$ cat src/hdl/tgr_pkg.sv
`timescale 1ns / 1ps
package tgr_pkg;

  localparam int RAW_W      = 12;
  localparam int POS_W      = 12;
  localparam int LANES      = 5;
  localparam int SUM_W      = 14;
  localparam int PROD_W     = 24;
  localparam int QUO_W      = 13;
  localparam int REC_SHIFT  = 36;
  localparam int MIN_VALID  = 3;
  localparam int CFG_IDX_W  = 3;
  localparam int CFG_DATA_W = 16;

  localparam logic [RAW_W-1:0]  RAW_LO   = 12'd200;
  localparam logic [PROD_W-1:0] RAW_SPAN = 24'd3600;
  // floor(2^36 / 3600), estimate is low by at most one
  localparam logic [24:0]       REC_MUL  = 25'd19088743;
  // ceil(2^17 / 3), exact for dividends below 2^16
  localparam logic [16:0]       DIV3_MUL = 17'd43691;

  localparam logic [CFG_IDX_W-1:0] REG_DEBOUNCE   = 3'd0;
  localparam logic [CFG_IDX_W-1:0] REG_TAP_MAX_MS = 3'd1;
  localparam logic [CFG_IDX_W-1:0] REG_TAP_MOVE   = 3'd2;
  localparam logic [CFG_IDX_W-1:0] REG_LONG_PRESS = 3'd3;
  localparam logic [CFG_IDX_W-1:0] REG_SWIPE_MIN  = 3'd4;
  localparam logic [CFG_IDX_W-1:0] REG_PRESS_MIN  = 3'd5;

  typedef struct packed {
    logic [15:0] debounce_ms;
    logic [15:0] tap_limit_ms;
    logic [8:0]  move_limit;
    logic [15:0] hold_ms;
    logic [8:0]  swipe_travel;
  } tgr_cfg_t;

  typedef struct packed {
    logic [31:0]      now_ms;
    logic             touched;
    logic             pos_ok;
    logic [POS_W-1:0] px;
    logic [POS_W-1:0] py;
  } tgr_entry_t;

endpackage

$ cat src/hdl/tgr_back.sv
`timescale 1ns / 1ps
module tgr_back (
  input  logic                clk,
  input  logic                rst,
  input  tgr_pkg::tgr_cfg_t   cfg,
  input  logic                pop_valid,
  output logic                pop_ready,
  input  tgr_pkg::tgr_entry_t pop_entry,
  output logic                out_valid,
  input  logic                out_ready,
  output logic [2:0]          gesture,
  output logic [8:0]          pos_x,
  output logic [7:0]          pos_y,
  output logic [8:0]          swipe_dy
);
  import tgr_pkg::*;

  typedef enum logic [2:0] {G_NONE, G_TAP, G_LONG, G_UP, G_DOWN} gesture_t;

  logic             in_contact;
  logic [31:0]      press_start_time, last_event_time;
  logic [POS_W-1:0] start_x, start_y, latest_x, latest_y;

  logic             in_contact_next;
  logic [31:0]      press_start_next, last_event_next;
  logic [POS_W-1:0] start_x_next, start_y_next, latest_x_next, latest_y_next;
  gesture_t         g_next;
  logic [POS_W-1:0] ox_next, oy_next;
  logic [8:0]       dy_out_next;

  logic             open_window;
  logic [POS_W-1:0] lx, ly;
  logic signed [POS_W:0] ldx, ldy, rdx, rdy;
  logic [POS_W:0]   abs_ldx, abs_ldy, abs_rdx, abs_rdy;
  logic [31:0]      held;
  logic             fire;

  assign pop_ready = !out_valid || out_ready;
  assign fire      = pop_valid && pop_ready;

  always_comb begin
    open_window = (pop_entry.now_ms - last_event_time) >= {16'd0, cfg.debounce_ms};
    held = pop_entry.now_ms - press_start_time;
    lx = pop_entry.pos_ok ? pop_entry.px : latest_x;
    ly = pop_entry.pos_ok ? pop_entry.py : latest_y;
    // movement using this poll's position (held case)
    ldx = $signed({1'b0, lx}) - $signed({1'b0, start_x});
    ldy = $signed({1'b0, ly}) - $signed({1'b0, start_y});
    abs_ldx = ldx[POS_W] ? (POS_W+1)'(-ldx) : (POS_W+1)'(ldx);
    abs_ldy = ldy[POS_W] ? (POS_W+1)'(-ldy) : (POS_W+1)'(ldy);
    // movement using the stored position (release case)
    rdx = $signed({1'b0, latest_x}) - $signed({1'b0, start_x});
    rdy = $signed({1'b0, latest_y}) - $signed({1'b0, start_y});
    abs_rdx = rdx[POS_W] ? (POS_W+1)'(-rdx) : (POS_W+1)'(rdx);
    abs_rdy = rdy[POS_W] ? (POS_W+1)'(-rdy) : (POS_W+1)'(rdy);

    in_contact_next  = in_contact;
    press_start_next = press_start_time;
    last_event_next  = last_event_time;
    start_x_next     = start_x;
    start_y_next     = start_y;
    latest_x_next    = latest_x;
    latest_y_next    = latest_y;
    g_next           = G_NONE;
    ox_next          = '0;
    oy_next          = '0;
    dy_out_next      = '0;

    if (open_window) begin
      if (pop_entry.touched && !in_contact) begin
        if (pop_entry.pos_ok) begin
          start_x_next     = pop_entry.px;
          latest_x_next    = pop_entry.px;
          start_y_next     = pop_entry.py;
          latest_y_next    = pop_entry.py;
          press_start_next = pop_entry.now_ms;
          in_contact_next  = 1'b1;
        end
      end else if (pop_entry.touched && in_contact) begin
        latest_x_next = lx;
        latest_y_next = ly;
        if (held >= {16'd0, cfg.hold_ms} &&
            abs_ldx < (POS_W+1)'(cfg.move_limit) &&
            abs_ldy < (POS_W+1)'(cfg.move_limit)) begin
          g_next          = G_LONG;
          ox_next         = lx;
          oy_next         = ly;
          in_contact_next = 1'b0;
          last_event_next = pop_entry.now_ms;
        end
      end else if (!pop_entry.touched && in_contact) begin
        in_contact_next = 1'b0;
        last_event_next = pop_entry.now_ms;
        if (abs_rdy >= (POS_W+1)'(cfg.swipe_travel) && abs_rdy > abs_rdx) begin
          g_next  = rdy[POS_W] ? G_UP : G_DOWN;
          ox_next = start_x;
          oy_next = start_y;
          if (rdy > 13'sd255) dy_out_next = 9'd255;
          else if (rdy < -13'sd256) dy_out_next = 9'h100;
          else dy_out_next = 9'(rdy);
        end else if (held <= {16'd0, cfg.tap_limit_ms} &&
                     abs_rdx < (POS_W+1)'(cfg.move_limit) &&
                     abs_rdy < (POS_W+1)'(cfg.move_limit)) begin
          g_next  = G_TAP;
          ox_next = start_x;
          oy_next = start_y;
        end
      end
    end
  end

  always_ff @(posedge clk) begin
    if (rst) begin
      out_valid        <= 1'b0;
      in_contact       <= 1'b0;
      press_start_time <= '0;
      last_event_time  <= '0;
      start_x          <= '0;
      start_y          <= '0;
      latest_x         <= '0;
      latest_y         <= '0;
    end else begin
      if (fire) begin
        out_valid        <= 1'b1;
        in_contact       <= in_contact_next;
        press_start_time <= press_start_next;
        last_event_time  <= last_event_next;
        start_x          <= start_x_next;
        start_y          <= start_y_next;
        latest_x         <= latest_x_next;
        latest_y         <= latest_y_next;
        gesture          <= g_next;
        pos_x            <= 9'(ox_next);
        pos_y            <= 8'(oy_next);
        swipe_dy         <= dy_out_next;
      end else if (out_ready) begin
        out_valid <= 1'b0;
      end
    end
  end

endmodule

$ cat config.mk
export PLATFORM = sky130hd
export DESIGN_NAME = tgr_back
export DESIGN_NICKNAME = d
export VERILOG_FILES = /design/src/hdl/tgr_pkg.sv /design/src/hdl/tgr_back.sv
export SDC_FILE = /design/constraint.sdc
export NUM_CORES = 1
export LEC_CHECK = 0
export ABC_AREA = 1
export BUFFER_PORTS_ARGS = -buffer_cell sky130_fd_sc_hd__buf_2
export CORE_MARGIN = 1.5
export CORE_UTILIZATION = 65
export CTS_CLUSTER_DIAMETER = 150
export DETAILED_ROUTE_END_ITERATION = 10
export PLACE_DENSITY = 0.85
export SLEW_MARGIN = 20
export SYNTH_ARGS = -nofsm -noshare
export SYNTH_HDL_FRONTEND = slang
export SYNTH_SLANG_ARGS = --single-unit
$ cat constraint.sdc
create_clock -name clk -period 8.5 [get_ports clk]
set_clock_uncertainty 0.15 [all_clocks]
set_input_delay 1.7 -clock clk [delete_from_list [all_inputs] [get_ports clk]]
set_output_delay 1.7 -clock clk [all_outputs]
set_load 0.02 [all_outputs]
==> results.sh <==
export IMPL_outcome="finished clean"
export IMPL_syn_area_per_cell_um2=6.44
export IMPL_drcViolationCount=0
export IMPL_gp_congestion=0.970
export IMPL_fin_crit_ns=7.30
export IMPL_ant_nets=0
export IMPL_final_hold_violation_count=0
export IMPL_synth_warnings=0
export IMPL_cp_arrival_ns=7.48
export IMPL_coreArea_um2=24200
export IMPL_switching_share_pct=45.6
export IMPL_cts_buffers=17
export IMPL_synth_compound_area_share_pct=18.8
export IMPL_p_sw_mw=1.51
export IMPL_muxShareOfSynthArea_pct=0
export IMPL_initial_utilization_pct=65.9
export IMPL_cp_top_family="compound AO/OA/AOI/OAI gates"
export IMPL_layout_nets=2952
export IMPL_synthTopCellsByCount="nand2_1 (506), inv_1 (422), a21oi_1 (271), nor2_1 (219), ha_1 (217)"
export IMPL_synthesis_area_um2=15900
export IMPL_syn_to_final_growth_pct=10.1
export IMPL_firstDrtPassIters=6
export IMPL_layout_drive_gt1_share_pct=9.37
export IMPL_grt_first_pass_wirelength_um=74900
export IMPL_cts_htree_levels=4
export IMPL_finalMaxSlewViolations=0
export IMPL_avgRoutedWirePerCell_um=15.8
export IMPL_postSynthCellCount=2473
export IMPL_peakVddDrop_mv=0.131
export IMPL_drv_cap=0
export IMPL_path_clk_slew_ns=0.06
export IMPL_grt_use_total_pct=36.0
export IMPL_via_count=16800
export IMPL_yosys_area_top_type_share_pct=17.0
export IMPL_postCtsSetupRepairBufs=0
export IMPL_criticalPathCategory="in -> reg"
export IMPL_clockBufferDepth=2
export IMPL_synth_xor_area_share_pct=5.47
export IMPL_path_buf_inv=4
export IMPL_relSlewSlack_pct=28.1
export IMPL_holdPathEnd="press_start_time[21]$_SDFFE_PP0P_"
export IMPL_pwr_share_seq_pct=22.3
export IMPL_routed_via_density=5.70
export IMPL_hp_start="press_start_time[21]$_SDFFE_PP0P_"
export IMPL_ys_flop_type="dfxtp_1"
export IMPL_clk_latency_ns=0.45
export IMPL_synth_area_top_cells="ha_1 (17%), dfxtp_1 (14%), nand2_1 (12%)"
export IMPL_synth_simple_gate_area_share_pct=26.2
export IMPL_fin_setup_tns_ns=0
export IMPL_cpMostUsedCell="nand2_1"
export IMPL_reg2reg_slack_ns=2.85
export IMPL_synth_distinct_cells=57
export IMPL_fin_cells=2940
export IMPL_dieWidth_um=160
export IMPL_antenna_found_initial=3
export IMPL_cts_sinks=143
export IMPL_finalSetupViolations=0
export IMPL_placementRows=57
export IMPL_cts_tree="done"
export IMPL_p_leak_nw=8.68
export IMPL_cp_data_required_time_ns=8.68
export IMPL_slowest_stage="a21oi_1"
export IMPL_rsz0062_at_grt="false"
export IMPL_seq_area_um2=3150
export IMPL_gr_total_overflow=0
export IMPL_cts_root_buf="clkbuf_16"
export IMPL_pin_count=159
export IMPL_crit_fanout=65
export IMPL_intPower_mw=1.80
export IMPL_post_route_period_util_pct=85.8
export IMPL_startpoint="pop_entry[24]"
export IMPL_synth_top_family_by_area="simple AND/OR/NAND/NOR gates"
export IMPL_grt_max_degree=114
export IMPL_synth_most_common_cell="nand2_1"
export IMPL_hold_path_class="reg -> reg"
export IMPL_yosysSeqAreaShare_pct=19.8
export IMPL_hpwl_um=36700
export IMPL_clkPwrFrac_pct=23.9
export IMPL_synth_enable_flop_cells=29
export IMPL_min_path_cells=2
export IMPL_worstReg2RegStart="latest_x[3]$_SDFFE_PP0P_"
export IMPL_endpoint_kind="register"
export IMPL_grt_pass1_vias=15800
export IMPL_combPwrFrac_pct=53.7
export IMPL_die_area_um2=25500
export IMPL_whs_ns=0.309
export IMPL_dp_cells=2904
export IMPL_port_buffers=158
export IMPL_wl_um=46400
export IMPL_fmax_ghz=0.137
export IMPL_drt_iter0_drc=1469
export IMPL_startpoint_type="input port"
export IMPL_synth_largest_area_cell="ha_1"
export IMPL_worst_slew_pin_slew_ns=1.08
export IMPL_async_flop_share_pct=0
export IMPL_p_per_area_nw_per_um2=189
export IMPL_die_y_um=160
export IMPL_cts_hold_buf=0
export IMPL_synth_fp_nets=2824
export IMPL_reg2reg_depth=31
export IMPL_power_mw=3.32
export IMPL_cts_resized=0
export IMPL_ys_ff_latch=143
export IMPL_multi_input_area_um2=10900
export IMPL_num_fill_cells=2106
export IMPL_max_stage_delay_ns=0.73
export IMPL_rr_endpoint="last_event_time[7]$_SDFFE_PP0P_"
export IMPL_synth_adder_area_share_pct=17.8
[area by class of cell]
class	instances	area share (%)
multi-input combinational	1846	62.0
sequential	143	18.0
antenna	2	0.0285
tap	324	2.31
clock buffer	17	2.43
inverter	427	9.14
timing repair buffer	166	5.06
clock inverter	15	1.01
[placed cells by master, fill, tap and decap left out, drive strengths merged, types with 3 or more instances in the layout]
cell      count
a21o          9
o21bai       14
nor3         28
nand3b       12
a221oi        4
dfxtp       114
o211ai        8
a31oi         3
clkbuf       17
o21a          8
inv         431
o2111ai       4
clkinv        6
edfxtp       29
clkinvlp      3
nor2        223
a211oi        3
nand4        53
or2           6
nand3       140
buf         166
xor2         62
fa            6
a21oi       286
xnor2        35
ha          217
a21boi        9
nand2       513
o21ai       191
[power by group through the flow]
stage	logic, mW	registers (mW)	clock network, mW
3_5_place_dp	1.73	0.756	0
5_1_grt	2.01	0.744	0.822
3_3_place_gp	1.66	0.755	0
6_report	1.78	0.741	0.794
4_1_cts	1.74	0.741	0.794
2_1_floorplan	1.32	0.760	0
[sequential cells by signal, summed over array words and instances (netlist names), 3 cells and up]
name	count
start_y	12
pos_x	9
pos_y	8
press_start_time	32
latest_y	12
start_x	12
gesture	3
last_event_time	32
latest_x	12
swipe_dy	9
[worst register-to-register path: cells and delay by family (launching register included)]
family	cells	cell delay, ns
simple gates	14	1.28
fa+ha+maj	2	0.68
xor+xnor	1	0.17
flops	1	0.34
compound gates	10	2.27
buf+inv	4	0.67
[logic make-up after synthesis]
logic type / count (synthesis)
AO/OA/AOI/OAI: 544
XOR/XNOR: 97
adder cells (fa/ha/maj): 223
buffers and inverters: 484
flip-flops: 143
AND/OR/NAND/NOR: 982
[through the flow]
step	worst slack [ns]	cell area, um^2	utilization (%)
floorplan	2.51	15900	-
global placement	1.22	16900	69.9
detailed placement	0.915	16900	69.9
CTS	1.34	17500	72.4
global route	0.647	17500	72.5
finish	1.20	17500	72.6
[routing by layer]
| metal | GRT usage [%] | part of all wire [%] | vias up |
|---|---|---|---|
| li1 | - | - | 8385 |
| met1 | 40.9 | 40 | 7510 |
| met2 | 66.3 | 49 | 681 |
| met3 | 4.51 | 6.4 | 172 |
| met4 | 17.9 | 5.0 | 2 |
| met5 | 0 | 0.028 | - |
[how the worst max path moves through the flow]
stage,end,slack (ns),depth (start not counted)
global placement,last_event_time[3]$_SDFFE_PP0P_,1.22,32
floorplan,last_event_time[14]$_SDFFE_PP0P_,2.51,35
finish,last_event_time[7]$_SDFFE_PP0P_,1.20,31
CTS,last_event_time[7]$_SDFFE_PP0P_,1.34,33
global route,last_event_time[5]$_SDFFE_PP0P_,0.65,31
detailed placement,last_event_time[7]$_SDFFE_PP0P_,0.91,33
Note: power is estimated with default switching activity, not from simulation.
