[config.mk]
export PLATFORM = sky130hd
export DESIGN_NAME = tgr_queue
export DESIGN_NICKNAME = d
export VERILOG_FILES = /design/src/hdl/tgr_pkg.sv /design/src/hdl/tgr_queue.sv
export SDC_FILE = /design/constraint.sdc
export NUM_CORES = 1
export LEC_CHECK = 0
export ABC_CLOCK_PERIOD_IN_PS = 4850
export BUFFER_PORTS_ARGS = -buffer_cell sky130_fd_sc_hd__buf_2
export CORE_MARGIN = 3
export CORE_UTILIZATION = 52
export CTS_CLUSTER_SIZE = 20
export DETAILED_ROUTE_END_ITERATION = 8
export PLACE_DENSITY = 0.79
export SYNTH_ARGS = -nofsm -noshare
export SYNTH_HDL_FRONTEND = slang
export SYNTH_SLANG_ARGS = --single-unit
[constraint.sdc]
create_clock -name clk -period 4.85 [get_ports clk]
set_input_delay 0.485 -clock clk [delete_from_list [all_inputs] [get_ports clk]]
set_output_delay 0.485 -clock clk [all_outputs]
set_load 0.02 [all_outputs]
[src/hdl/tgr_pkg.sv]
`timescale 1ns / 1ps
package tgr_pkg;

  localparam int RAW_W      = 12;
  localparam int POS_W      = 12;
  localparam int LANES      = 5;
  localparam int SUM_W      = 14;
  localparam int PROD_W     = 24;
  localparam int QUO_W      = 13;
  localparam int REC_SHIFT  = 36;
  localparam int MIN_VALID  = 3;
  localparam int CFG_IDX_W  = 3;
  localparam int CFG_DATA_W = 16;

  localparam logic [RAW_W-1:0]  RAW_LO   = 12'd200;
  localparam logic [PROD_W-1:0] RAW_SPAN = 24'd3600;
  // floor(2^36 / 3600), estimate is low by at most one
  localparam logic [24:0]       REC_MUL  = 25'd19088743;
  // ceil(2^17 / 3), exact for dividends below 2^16
  localparam logic [16:0]       DIV3_MUL = 17'd43691;

  localparam logic [CFG_IDX_W-1:0] REG_DEBOUNCE   = 3'd0;
  localparam logic [CFG_IDX_W-1:0] REG_TAP_MAX_MS = 3'd1;
  localparam logic [CFG_IDX_W-1:0] REG_TAP_MOVE   = 3'd2;
  localparam logic [CFG_IDX_W-1:0] REG_LONG_PRESS = 3'd3;
  localparam logic [CFG_IDX_W-1:0] REG_SWIPE_MIN  = 3'd4;
  localparam logic [CFG_IDX_W-1:0] REG_PRESS_MIN  = 3'd5;

  typedef struct packed {
    logic [15:0] debounce_ms;
    logic [15:0] tap_limit_ms;
    logic [8:0]  move_limit;
    logic [15:0] hold_ms;
    logic [8:0]  swipe_travel;
  } tgr_cfg_t;

  typedef struct packed {
    logic [31:0]      now_ms;
    logic             touched;
    logic             pos_ok;
    logic [POS_W-1:0] px;
    logic [POS_W-1:0] py;
  } tgr_entry_t;

endpackage

[src/hdl/tgr_queue.sv]
`timescale 1ns / 1ps
module tgr_queue (
  input  logic                clk,
  input  logic                rst,
  input  logic                push_valid,
  output logic                push_ready,
  input  tgr_pkg::tgr_entry_t push_entry,
  output logic                pop_valid,
  input  logic                pop_ready,
  output tgr_pkg::tgr_entry_t pop_entry
);
  import tgr_pkg::*;

  tgr_entry_t slots [2];
  logic       wr_ptr, rd_ptr;
  logic [1:0] fill;
  logic       do_push, do_pop;

  assign push_ready = (fill != 2'd2);
  assign pop_valid  = (fill != 2'd0);
  assign pop_entry  = slots[rd_ptr];
  assign do_push    = push_valid && push_ready;
  assign do_pop     = pop_valid && pop_ready;

  always_ff @(posedge clk) begin
    if (do_push) slots[wr_ptr] <= push_entry;
  end

  always_ff @(posedge clk) begin
    if (rst) begin
      wr_ptr <= 1'b0;
      rd_ptr <= 1'b0;
      fill   <= 2'd0;
    end else begin
      if (do_push) wr_ptr <= ~wr_ptr;
      if (do_pop)  rd_ptr <= ~rd_ptr;
      fill <= fill + 2'(do_push) - 2'(do_pop);
    end
  end

endmodule

==> results.tsv, run 1 <==
stage	metric	value	unit
flow_run	drv.max_cap_violation_count	0	
pwr	seq_power_share	41.5	%
floorplanning	pin_count	122	
grt	initial_antenna_violation_count	1	
logic_synthesis	synth_cells	204	
timing	finClkSkew	6.61	ps
detailed_routing	wl_per_cell	16.9	um
logic_synthesis	netlist.top_cell.by_area	sky130_fd_sc_hd__edfxtp_1	
cells_and_area	layout-area-overhead-vs-synth	29.6	%
run_status	outcome	finished clean	
placed_design	gp_congestion	0.696	
cells_and_area	drive_gt1_share	61.8	%
clock_tree	numClockSinks	121	
timing	post-route-period-util	51.9	%
logic_synthesis	ys_async_sr_fraction	0	%
clock_tree	post_cts.resized_instances	0	
critical_path	critical_path_capture_point_type	output pin	
floorplanning	height_of_the_die	98.9	um
clock_tree	clock_tree_from_tritoncts	yes	
grt	globalRouteTotalUtil	16.8	%
grt	grt-ovfl-total	0	
timing	fmax	398	MHz
pwr	total_power	0.00343	W
logic_synthesis	synthMostInstantiatedCell	sky130_fd_sc_hd__edfxtp_1	
floorplanning	design.core.area	8300	um^2
timing	timing.final.hold_violations	0	
timing	timing.slew.headroom	41.7	%
logic_synthesis	postSynthNetCount	268	
detailed_routing	aggregate_routed_wire_length	7720	um
clock_tree	cts_hold_repair.buffers	0	
timing	setup-tns-final	0	ps
floorplanning	overall_die_area	9780	um^2
pwr	peak_ir_drop_on_the_vdd_network	370	uV
clock_tree	cts_root_buf	sky130_fd_sc_hd__clkbuf_8	
grt	grt_first_pass_wirelength	12300	um
cells_and_area	finish.net_count	404	
pwr	power_switching_share	27.5	%
pwr	power.switching	0.000942	W
clock_tree	postCtsSetupBuffers	0	
placed_design	place_area	5200	um^2
logic_synthesis	dominantRegCellSynth	sky130_fd_sc_hd__edfxtp_1	
grt	first_global_vias	2466	
clock_tree	insertion_delay	500	ps
logic_synthesis	synth_enable_flop_cells	116	
timing	finalWorstPathRequiredPeriod	2520	ps
detailed_routing	detailedRoute.firstIterationViolations	124	
logic_synthesis	yosysWarnings	0	
clock_tree	htreeDepth	4	
logic_synthesis	yosys_register_bits	121	
worst_hold_path	holdCritPathClass	input port to flip-flop	
detailed_routing	route.detailed.drc	0	
pwr	leakage	2.25	nW
critical_path	worstPathArrival	2030	ps
placed_design	dp.final_hpwl	4970	um
logic_synthesis	synth_cell_types	17	
clock_tree	cts.reportedPaths.clkPinSlew	60	ps
placed_design	dpl_worst_slack	2630	ps
cells_and_area	stdcell_area	5820	um^2
timing	worstMarginPinSlew	874	ps
cells_and_area	end_of_flow_core_utilization	70.1	%
timing	report.final.setup_viol	0	
pwr	part_of_the_power_in_combinational_logic	21.5	%
floorplanning	initial_core_util	54.1	%
detailed_routing	avgViaCountPerCell	5.00	
pwr	power-per-cell-area	589	nW/um^2
grt	maximum_number_of_pins_on_one_net_before_global_route_repair	59	
logic_synthesis	synth_top_area_share	77.6	%
detailed_routing	total_via_count_after_detailed_routing	2290	
logic_synthesis	netlist_top_cells_count	116 x sky130_fd_sc_hd__edfxtp_1, 39 x sky130_fd_sc_hd__mux2_2, 20 x sky130_fd_sc_hd__mux2_4	
clock_tree	tritoncts.num_buffers	17	
pwr	power.share.clock	37.0	%
critical_path	critical_path_class	flip-flop to output pin	
logic_synthesis	netlist_area	4490	um^2
critical_path	critical_path_peak_fanout	58	
clock_tree	max-clock-path-buffers	2	
floorplanning	die-width	98.9	um
logic_synthesis	syn-mean-instance-area	22.0	um^2
timing	report.final.slew_viol_count	0	
floorplanning	rows	33	
placed_design	placement.io_buffers	121	
cells_and_area	antenna_cells	0	
pwr	p_int	0.00249	W
critical_path	required	4370	ps
timing	grt_setup_unrepaired	false	
logic_synthesis	synth.top_cells.by_area	sky130_fd_sc_hd__edfxtp_1 78%, sky130_fd_sc_hd__mux2_2 9.8%, sky130_fd_sc_hd__mux2_4 6.7%	
detailed_routing	detailedRoute.firstPassIterationCount	4	
timing	setup_slack	2330	ps
logic_synthesis	synth_sequential_area_ratio	79.8	%
detailed_routing	drtAntennaViolNets	0	
critical_path	startpoint_kind_of_the_worst_setup_timing_path	flip-flop	
layout make-up:
type / instances / area, um^2
Clock buffer: 17 / 414
Clock inverter: 15 / 200
Fill cell: 563 / 2480
Inverter: 1 / 3.75
Multi-Input combinational cell: 76 / 861
Sequential cell: 121 / 3590
Tap cell: 105 / 131
Timing Repair Buffer: 123 / 621
power groups by stage:
stage / Clock [W] / Sequential (W) / Combinational, W
after floorplan: 0 / 0.00137 / 0.000595
after global placement: 0 / 0.00144 / 0.000739
after detailed placement: 0 / 0.00145 / 0.000746
after CTS: 0.00129 / 0.00143 / 0.000751
after global routing: 0.00134 / 0.00144 / 0.000791
final: 0.00127 / 0.00142 / 0.000737
worst paths after layout:
path	start	to	slack (ps)	cells after the start
setup / recovery	flip-flop	pop_entry[2]	2330	2
hold / removal	push_entry[12]	slots[1][12]	170	1
setup reg to reg	fill[0]	slots[0][51]	2710	4
hold reg to reg	rd_ptr	rd_ptr	510	2
metal layers:
layer / track usage (%) / wire, um / up-vias
li1: - / - / 1084
met1: 19.9 / 3120 / 1099
met2: 27.1 / 3870 / 91
met3: 7.01 / 604 / 14
met4: 6.93 / 113 / 2
met5: 0 / 13 / -
cells in the final DEF (no fill, tap or decap), drive strengths merged, types with 4 or more instances in the layout:
master / count
buf: 123
bufinv: 4
clkbuf: 17
clkinv: 6
clkinvlp: 4
dfxtp: 5
edfxtp: 116
mux2: 59
nor2: 5
stage by stage:
stage,hold slack (ps),instances
4_1_cts,148,458
3_3_place_gp,494,426
3_5_place_dp,505,426
5_1_grt,147,458
6_report,170,458
2_1_floorplan,481,204
flip-flops by register name, summed over array words and instances (netlist names), named ones only:
| register | cells |
|---|---|
| wr_ptr | 1 |
| rd_ptr | 1 |
| slots | 116 |
| fill | 2 |
critical path, cell delays in order (launching register included):
cell and delay [ps]:
sky130_fd_sc_hd__dfxtp_4 930, sky130_fd_sc_hd__mux2_2 430, sky130_fd_sc_hd__buf_2 160
kinds of logic (layout without fill, tap and decap cells):
| family | Yosys count | after routing | share of synthesized area, % |
|---|---|---|---|
| buf+inv | 7 | 156 | 1.17 |
| xor+xnor | 3 | 3 | 0.586 |
| simple gates | 11 | 11 | 1.20 |
| compound gates | 1 | 1 | 0.167 |
| fa+ha+maj | 2 | 2 | 0.557 |
| flops | 121 | 121 | 79.8 |
| mux | 59 | 59 | 16.5 |
Note: power is estimated with default switching activity, not from simulation.
==> inputs of run 2 (changes only) <==
--- a/config.mk
+++ b/config.mk
@@ -5,7 +5,7 @@
 export SDC_FILE = /design/constraint.sdc
 export NUM_CORES = 1
 export LEC_CHECK = 0
-export ABC_CLOCK_PERIOD_IN_PS = 4850
+export ABC_CLOCK_PERIOD_IN_PS = 2500
 export BUFFER_PORTS_ARGS = -buffer_cell sky130_fd_sc_hd__buf_2
 export CORE_MARGIN = 3
 export CORE_UTILIZATION = 52
==> constraint.sdc (replaced) <==
create_clock -name clk -period 2.5 [get_ports clk]
set_input_delay 0.25 -clock clk [delete_from_list [all_inputs] [get_ports clk]]
set_output_delay 0.25 -clock clk [all_outputs]
set_load 0.02 [all_outputs]
==> run 2 against run 1 <==
Effect of this change: clock-buffer cell count is 2 higher; worst hold slack better by 26 ps; register-to-register slack worse by 1900 ps; cell area rose by 10%; non-clock buffer count rose by 61; first-iteration DRC count fell by 41%; sequential power up 90%; clock skew hardly changed.
==> results.tsv, run 2 (synthesis gave the netlist of run 1 again) <==
stage	metric	value	unit
run_status	outcome	finished clean	
timing	timing.final.hold_violations	0	
floorplanning	die-width	98.9	um
cells_and_area	finish.net_count	465	
placed_design	dp.final_hpwl	5050	um
cells_and_area	antenna_cells	0	
grt	grt-ovfl-total	0	
detailed_routing	detailedRoute.firstPassIterationCount	4	
grt	maximum_number_of_pins_on_one_net_before_global_route_repair	59	
clock_tree	cts_hold_repair.buffers	59	
cells_and_area	drive_gt1_share	51.3	%
placed_design	gp_congestion	0.729	
floorplanning	overall_die_area	9780	um^2
critical_path	startpoint_kind_of_the_worst_setup_timing_path	flip-flop	
floorplanning	rows	33	
floorplanning	design.core.area	8300	um^2
pwr	leakage	2.51	nW
grt	grt_first_pass_wirelength	13500	um
timing	setup-tns-final	0	ps
detailed_routing	wl_per_cell	16.4	um
floorplanning	height_of_the_die	98.9	um
pwr	total_power	0.00668	W
pwr	power-per-cell-area	1040	nW/um^2
critical_path	reg2reg_to	fill[1]	
timing	worstMarginPinSlew	428	ps
detailed_routing	drtAntennaViolNets	0	
detailed_routing	avgViaCountPerCell	4.88	
worst_hold_path	holdPathEnd	rd_ptr	
clock_tree	clock_tree_from_tritoncts	yes	
worst_hold_path	holdCritPathClass	input port to flip-flop	
cells_and_area	layout-area-overhead-vs-synth	43.2	%
floorplanning	pin_count	122	
cells_and_area	largest_register_ff_count	116	
cells_and_area	most_frequent_standard_cell_in_the_layout_excluding_fill_and_tap_cells	sky130_fd_sc_hd__buf_2	
critical_path	worst-r2r-cell-count	8	
clock_tree	htreeDepth	4	
worst_hold_path	hp-start	pop_ready	
timing	finClkSkew	6.37	ps
clock_tree	cts_root_buf	sky130_fd_sc_hd__clkbuf_8	
clock_tree	postCtsSetupBuffers	0	
timing	report.final.slew_viol_count	0	
timing	fmax	457	MHz
pwr	peak_ir_drop_on_the_vdd_network	711	uV
critical_path	r2r_slack	820	ps
timing	report.final.setup_viol	0	
flow_run	drv.max_cap_violation_count	0	
critical_path	required	2250	ps
timing	finalWorstPathRequiredPeriod	2190	ps
placed_design	placement.io_buffers	121	
timing	timing.slew.headroom	71.5	%
detailed_routing	aggregate_routed_wire_length	8520	um
detailed_routing	detailedRoute.firstIterationViolations	73	
detailed_routing	route.detailed.drc	0	
cells_and_area	multi_input_area	861	um^2
cells_and_area	final_cell_mix	121 x sky130_fd_sc_hd__buf_2, 116 x sky130_fd_sc_hd__edfxtp_1, 59 x sky130_fd_sc_hd__dlygate4sd3_1	
clock_tree	tritoncts.num_buffers	17	
clock_tree	post_cts.resized_instances	0	
cells_and_area	registers.top_by_ff_count	slots	
cells_and_area	layout_top_registers	slots: 116 flops, fill: 2 flops	
floorplanning	initial_core_util	54.1	%
grt	first_global_vias	2732	
clock_tree	insertion_delay	490	ps
critical_path	critical_path_class	flip-flop to output pin	
clock_tree	max-clock-path-buffers	2	
detailed_routing	total_via_count_after_detailed_routing	2529	
critical_path	critical_path_peak_fanout	30	
grt	initial_antenna_violation_count	0	
cells_and_area	nFillCells	468	
clock_tree	numClockSinks	121	
timing	grt_setup_unrepaired	false	
critical_path	worstPathArrival	1940	ps
cells_and_area	sequential_cell_area	3590	um^2
clock_tree	cts.reportedPaths.clkPinSlew	50	ps
worst_hold_path	min_path_cells	4	
critical_path	critical_path_capture_point_type	output pin	
critical_path	critical_path.reg2reg.startpoint	fill[0]	
grt	globalRouteTotalUtil	18.2	%
timing	post-route-period-util	87.5	%
## run 2: final cells by class
| type | count | share of cell area, % |
|---|---|---|
| Clock buffer | 19 | 6.56 |
| Clock inverter | 12 | 2.43 |
| Inverter | 1 | 0.0584 |
| Multi-Input combinational cell | 76 | 13.4 |
| Sequential cell | 121 | 55.8 |
| Tap cell | 105 | 2.04 |
| Timing Repair Buffer | 184 | 19.7 |
## run 2: through the flow
step	instances	area, um^2	hold slack, ps	util [%]	worst slack [ps]
floorplan	204	4500	322	-	13.3
global placement	428	5260	437	63.3	816
detailed placement	428	5260	442	63.3	806
CTS	518	6420	169	77.4	266
global route	518	6420	194	77.4	225
finish	518	6420	195	77.4	312
## run 2: where the power goes
part | total, W | switching, W | internal, W | leakage (nW)
clock network | 0.00236 | 0.000770 | 0.00159 | 0.279
logic | 0.00163 | 0.000878 | 0.000749 | 1.10
registers | 0.00270 | 0.000141 | 0.00255 | 1.13
total | 0.00668 | 0.00179 | 0.00489 | 2.51
## run 2: critical path, stage by stage, from the launching register on
cell                      delay [ps]
sky130_fd_sc_hd__dfxtp_4         610
sky130_fd_sc_hd__buf_4           300
sky130_fd_sc_hd__mux2_2          350
sky130_fd_sc_hd__buf_2           160
## run 2: how the worst max path moves through the flow
stage / startpoint / endpoint / slack [ps] / cells after the start
finish: flip-flop / pop_entry[3] / 310 / 3
global route: flip-flop / pop_entry[4] / 220 / 3
floorplan: fill[0] / slots[1][0] / 10 / 2
CTS: flip-flop / pop_entry[3] / 270 / 3
global placement: flip-flop / pop_entry[3] / 820 / 3
detailed placement: flip-flop / pop_entry[3] / 810 / 3
## run 2: per-layer routing
| metal | share of wire (%) | GRT usage (%) | vias up |
|---|---|---|---|
| met1 | 42 | 21.6 | 1229 |
| met2 | 51 | 31.1 | 99 |
| met3 | 6.7 | 7.29 | 4 |
| met4 | 0.54 | 4.41 | 0 |
| met5 | 0 | 0 | - |
| li1 | - | - | 1197 |
